$ cat src/design/ssdbm_pkg.sv
// ----------------------------------------------------------------------------
// ssdbm_pkg
// Shared types and constants for the SSD block matcher with ratio test.
// ----------------------------------------------------------------------------
`default_nettype none

package ssdbm_pkg;

    localparam int PIX_W       = 8;
    localparam int SQ_W        = 2 * PIX_W;
    localparam int SUM_W       = 24;
    localparam int RATIO_W     = 16;
    localparam int PROD_W      = SUM_W + RATIO_W;
    localparam int CAND_W      = 10;
    localparam int QUERY_W     = 12;
    localparam int QDEPTH      = 4;
    localparam int QPTR_W      = $clog2(QDEPTH);
    localparam int QCNT_W      = QPTR_W + 1;
    localparam int S_TDATA_W   = 16;
    localparam int M_TDATA_W   = 72;
    localparam int APB_ADDR_W  = 3;
    localparam int APB_DATA_W  = 32;

    localparam logic [SUM_W-1:0]   SUM_MAX     = {SUM_W{1'b1}};
    localparam logic [SUM_W-1:0]   SSD_RESET   = {SUM_W{1'b1}};
    localparam logic [RATIO_W-1:0] RATIO_RESET = 16'd52429;

    // register index, taken from paddr[2]
    localparam logic REG_SSD_THRESHOLD   = 1'b0;
    localparam logic REG_RATIO_THRESHOLD = 1'b1;

    // one finished candidate window
    typedef struct packed {
        logic [SUM_W-1:0] sum;
        logic             last_cand;
    } window_t;

    typedef struct packed {
        logic empty;
        logic full;
    } queue_status_t;

endpackage

`default_nettype wire

$ cat src/design/ssdbm_back.sv
// ----------------------------------------------------------------------------
// ssdbm_back
// Ranks each finished window against best and second best, and after the
// final candidate runs the threshold and ratio tests in a short pipeline.
// ----------------------------------------------------------------------------
`default_nettype none

module ssdbm_back
    import ssdbm_pkg::*;
(
    input  wire logic               aclk,
    input  wire logic               aresetn,
    input  wire window_t            q_rdata,
    input  wire queue_status_t      q_status,
    output logic                    q_pop,
    input  wire logic [SUM_W-1:0]   ssd_threshold,
    input  wire logic [RATIO_W-1:0] ratio_threshold,
    output logic                    m_tvalid,
    input  wire logic               m_tready,
    output logic [QUERY_W-1:0]      query_index,
    output logic                    match_found,
    output logic [CAND_W-1:0]       best_index,
    output logic [SUM_W-1:0]        best_sum,
    output logic [SUM_W-1:0]        second_sum
);

    // per-query ranking state
    logic [SUM_W-1:0]   best_reg,   best_next;
    logic [SUM_W-1:0]   second_reg, second_next;
    logic [CAND_W-1:0]  pos_reg,    pos_next;
    logic [CAND_W-1:0]  cand_reg,   cand_next;
    logic [QUERY_W-1:0] query_reg,  query_next;

    // stage A: final ranking of a query
    logic               a_valid_reg;
    logic [SUM_W-1:0]   a_best_reg, a_second_reg;
    logic [CAND_W-1:0]  a_pos_reg;
    logic [QUERY_W-1:0] a_query_reg;

    // stage B: products and threshold test
    logic               b_valid_reg;
    logic [PROD_W-1:0]  b_lhs_reg, b_rhs_reg;
    logic               b_thr_ok_reg;
    logic [SUM_W-1:0]   b_best_reg, b_second_reg;
    logic [CAND_W-1:0]  b_pos_reg;
    logic [QUERY_W-1:0] b_query_reg;

    // stage C: ratio compare and output register
    logic               c_valid_reg;
    logic               c_match_reg;
    logic [SUM_W-1:0]   c_best_reg, c_second_reg;
    logic [CAND_W-1:0]  c_pos_reg;
    logic [QUERY_W-1:0] c_query_reg;

    logic a_ready, b_ready, c_ready;
    logic finish;

    assign c_ready = !c_valid_reg || m_tready;
    assign b_ready = !b_valid_reg || c_ready;
    assign a_ready = !a_valid_reg || b_ready;

    assign q_pop  = !q_status.empty && (!q_rdata.last_cand || a_ready);
    assign finish = q_pop && q_rdata.last_cand;

    always_comb begin
        best_next   = best_reg;
        second_next = second_reg;
        pos_next    = pos_reg;
        if (q_rdata.sum < best_reg) begin
            second_next = best_reg;
            best_next   = q_rdata.sum;
            pos_next    = cand_reg;
        end else if (q_rdata.sum < second_reg) begin
            second_next = q_rdata.sum;
        end
        cand_next  = cand_reg + 1'b1;
        query_next = query_reg + 1'b1;
    end

    always_ff @(posedge aclk) begin
        if (!aresetn) begin
            best_reg   <= SUM_MAX;
            second_reg <= SUM_MAX;
            pos_reg    <= '0;
            cand_reg   <= '0;
            query_reg  <= '0;
        end else if (q_pop) begin
            if (finish) begin
                best_reg   <= SUM_MAX;
                second_reg <= SUM_MAX;
                pos_reg    <= '0;
                cand_reg   <= '0;
                query_reg  <= query_next;
            end else begin
                best_reg   <= best_next;
                second_reg <= second_next;
                pos_reg    <= pos_next;
                cand_reg   <= cand_next;
            end
        end
    end

    always_ff @(posedge aclk) begin
        if (!aresetn) begin
            a_valid_reg <= 1'b0;
            b_valid_reg <= 1'b0;
            c_valid_reg <= 1'b0;
        end else begin
            if (a_ready) begin
                a_valid_reg <= finish;
            end
            if (b_ready) begin
                b_valid_reg <= a_valid_reg;
            end
            if (c_ready) begin
                c_valid_reg <= b_valid_reg;
            end
        end
    end

    always_ff @(posedge aclk) begin
        if (finish) begin
            a_best_reg   <= best_next;
            a_second_reg <= second_next;
            a_pos_reg    <= pos_next;
            a_query_reg  <= query_reg;
        end
        if (b_ready && a_valid_reg) begin
            b_lhs_reg    <= {a_best_reg, {RATIO_W{1'b0}}};
            b_rhs_reg    <= PROD_W'(ratio_threshold * a_second_reg);
            b_thr_ok_reg <= (a_best_reg < ssd_threshold) && (a_second_reg != '0);
            b_best_reg   <= a_best_reg;
            b_second_reg <= a_second_reg;
            b_pos_reg    <= a_pos_reg;
            b_query_reg  <= a_query_reg;
        end
        if (c_ready && b_valid_reg) begin
            c_match_reg  <= b_thr_ok_reg && (b_lhs_reg < b_rhs_reg);
            c_best_reg   <= b_best_reg;
            c_second_reg <= b_second_reg;
            c_pos_reg    <= b_pos_reg;
            c_query_reg  <= b_query_reg;
        end
    end

    assign m_tvalid    = c_valid_reg;
    assign query_index = c_query_reg;
    assign match_found = c_match_reg;
    assign best_index  = c_pos_reg;
    assign best_sum    = c_best_reg;
    assign second_sum  = c_second_reg;

endmodule

`default_nettype wire

$ cat config.mk
export PLATFORM = sky130hd
export DESIGN_NAME = ssdbm_back
export DESIGN_NICKNAME = d
export VERILOG_FILES = /design/src/design/ssdbm_pkg.sv /design/src/design/ssdbm_back.sv
export SDC_FILE = /design/constraint.sdc
export NUM_CORES = 1
export LEC_CHECK = 0
export BUFFER_PORTS_ARGS = -buffer_cell sky130_fd_sc_hd__clkbuf_2
export CORE_ASPECT_RATIO = 1.2
export CORE_MARGIN = 1
export CORE_UTILIZATION = 42
export CTS_CLUSTER_DIAMETER = 60
export DETAILED_ROUTE_END_ITERATION = 6
export GPL_TIMING_DRIVEN = 0
export HOLD_SLACK_MARGIN = 0.03
export MAX_ROUTING_LAYER = met4
export SLEW_MARGIN = 0
export SYNTH_ARGS = -nofsm -noshare
export SYNTH_HDL_FRONTEND = slang
export SYNTH_SLANG_ARGS = --single-unit
$ cat constraint.sdc
create_clock -name aclk -period 10.1 [get_ports aclk]
set_input_delay 1.01 -clock aclk [delete_from_list [all_inputs] [get_ports aclk]]
set_output_delay 1.01 -clock aclk [all_outputs]
set_load 0.01 [all_outputs]
==> flow_summary.ini <==
[setup_path]
slowest_delay_ns = 0.66
cp.arrival_ns = 8.18
critical_path_class = flop to flop
crit_fanout = 10
crit_path_start_kind = flop
end_kind = flop
required_ns = 10.38
worstPathCellList = clkbuf_1, clkbuf_1, nand2_1, fa_1, inv_1, fa_1, fa_1, fa_1, fa_1, inv_1, fa_1, inv_1, ha_1, and2_4, and3_1, or4b_1, o22ai_2, o21ai_2, o41ai_2, o21ai_1, xnor2_1
crit_top_cell = fa_1
cpMaxStageDelayCell = clkbuf_1
crit_buf_inv = 5
crit_family = adder cells

[final_layout]
largest_register_ffs = 40
area_growth_pct = 10.98
final_nets = 3440
n_fill_cell = 6036
layout-drive-gt1-share = 0.08435

[sta]
relSlewSlack = 0.4503
fin_tns_setup_ns = 0
clock-skew-final_ns = 0.02066
finalCriticalPeriod_ns = 7.904
setup_viol = 0
hold_viol = 0
worst_pin_slew_ns = 0.8190
fin_ws_ns = 2.196
finalMaxSlewViolations = 0
rsz0062_at_grt = no
fmax_mhz = 126.5
fin_crit_sh = 0.7826

[route]
wirelength_mm = 81.23
vias_per_cell = 5.442
drcViolationCount = 0
vias = 20220
drt-wirelength-per-cell_microns = 21.87
drt_pass1_iterations = 5
drtAntennaViolNets = 0
initialDrtViolationCount = 1271

[floorplan]
die_area_sq_um = 66280
die_w_microns = 235.2
die_h_microns = 281.8
core_sq_um = 64580
initial_core_util = 0.4244
ios = 143
rows = 102

[clocking]
worstSkewPairLatency_ns = 0.54
cts_buffers = 34
clk_pin_slew_ns = 0.07
htree_levels = 2
clkSinkCount = 335
cts_tree = done
holdBufCountCts = 0
cts_buffer_depth = 3
cts-root-buf = clkbuf_16
postCtsSetupRepairBufs = 0
post_cts_resize_count = 0

[global_routing]
grt_use_total = 0.2588
overflow = 0
grt_max_degree = 43
grt_pass1_wl_mm = 126.6
antenna_found_initial = 7
grt_pass1_vias = 21770

[synth]
synth_nets = 3255
netlist_instances = 2672
synth-main-ff-cell = edfxtp_1
netlist_area_sq_um = 27410
synthDistinctLibCells = 74
synth-seq-area-share = 0.3368
postSynthAreaPerCell_sq_um = 10.26
async_flop_share = 0
post-synth-top-count-cell = inv_1
synthTopCellsByArea = edfxtp_1 28%, fa_1 22%, ha_1 9.5%
yosysTopAreaCell = edfxtp_1
ys.warnings.count = 0
synth_common_cells = 449 x inv_1, 306 x fa_1, 254 x nand2_1, 252 x edfxtp_1, 207 x ha_1
synth_top_area_frac = 0.2761
yosys_register_bits = 335
synth_edf_count = 252

[placement]
numPortBuffers = 141
place.gp.congestion = 0.9771
dpl_worst_slack_ns = 1.972
post-dp-hpwl_mm = 64.78

[worst_hold_path]
min_path_type = flop to flop

[outcome]
status = completed

[run]
maxCapViolations = 0

[power_and_ir_drop]
peakVddDrop_v = 0.0003944
p_per_area_nw_per_um2 = 384.4
p_leak_nw = 13.97
[metal layers]
layer	vias up	track usage	part of all wire
li1	9211	-	-
met1	10140	0.3002	0.40
met2	681	0.4633	0.52
met3	182	0.02448	0.048
met4	0	0.09987	0.039
met5	-	-	0
[path summary, 6_finish.rpt]
check                                      start  cells after the start             to  slack, ns
worst max-delay path            a_second_reg[10]                     21  b_rhs_reg[38]       2.20
worst min-delay path                a_pos_reg[0]                      0   b_pos_reg[0]       0.41
worst max register to register  a_second_reg[10]                     21  b_rhs_reg[38]       2.20
worst min register to register      a_pos_reg[0]                      0   b_pos_reg[0]       0.41
[placed cells by master, fill, tap and decap left out, types with 8 or more instances in the layout]
cell type	n
and3_1	30
nor3_1	29
fa_1	306
clkbuf_2	142
and2_1	180
mux2_2	8
dfxtp_1	83
a221oi_1	24
a21oi_1	76
nand2_1	254
nor4_1	36
a211oi_1	35
mux2i_1	24
nor2_1	150
inv_1	449
buf_2	10
nand4_1	18
nand3_1	40
o21a_1	9
xor2_1	19
ha_1	207
a32o_1	11
clkbuf_16	35
edfxtp_1	252
o211ai_1	50
a21o_1	57
clkbuf_1	118
xnor2_1	33
o21ai_0	68
[where the power goes]
part	switching, mW	internal [mW]
combinational	4.89	3.54
sequential	0.0518	2.00
clock	0.551	0.660
total	5.49	6.20
[cell type report]
cell class	count	area (sq um)	share of cell area
clock inverter	16	120.1	0.003949
clock buffer	44	929.6	0.03057
timing repair buffer	149	895.9	0.02946
sequential	335	9229	0.3034
tap	832	1041	0.03423
buffer	129	528.0	0.01736
multi-input combinational	1757	15970	0.5251
inverter	451	1695	0.05574
antenna	2	5.005	0.0001646
[through the flow]
step,std cells,utilization,hold slack [ns],total power [mW],cell area [sq um]
after floorplan,2672,-,0.4003,8.368,27410
after global placement,3645,0.4514,0.4040,10.29,29150
after detailed placement,3653,0.4546,0.4045,10.36,29360
after CTS,3713,0.4709,0.4138,11.72,30410
after global routing,3715,0.4710,0.4225,12.88,30410
final,3715,0.4710,0.4134,11.69,30410
[cell families after synthesis]
family	after synthesis	synth area share
multiplexers	37	0.01411
buffers and inverters	580	0.08104
AO/OA/AOI/OAI	382	0.09556
AND/OR/NAND/NOR	773	0.1379
XOR/XNOR	52	0.01662
flip-flops	335	0.3368
adder cells (fa/ha/maj)	513	0.3180
Power figures use the tool's default switching activity.
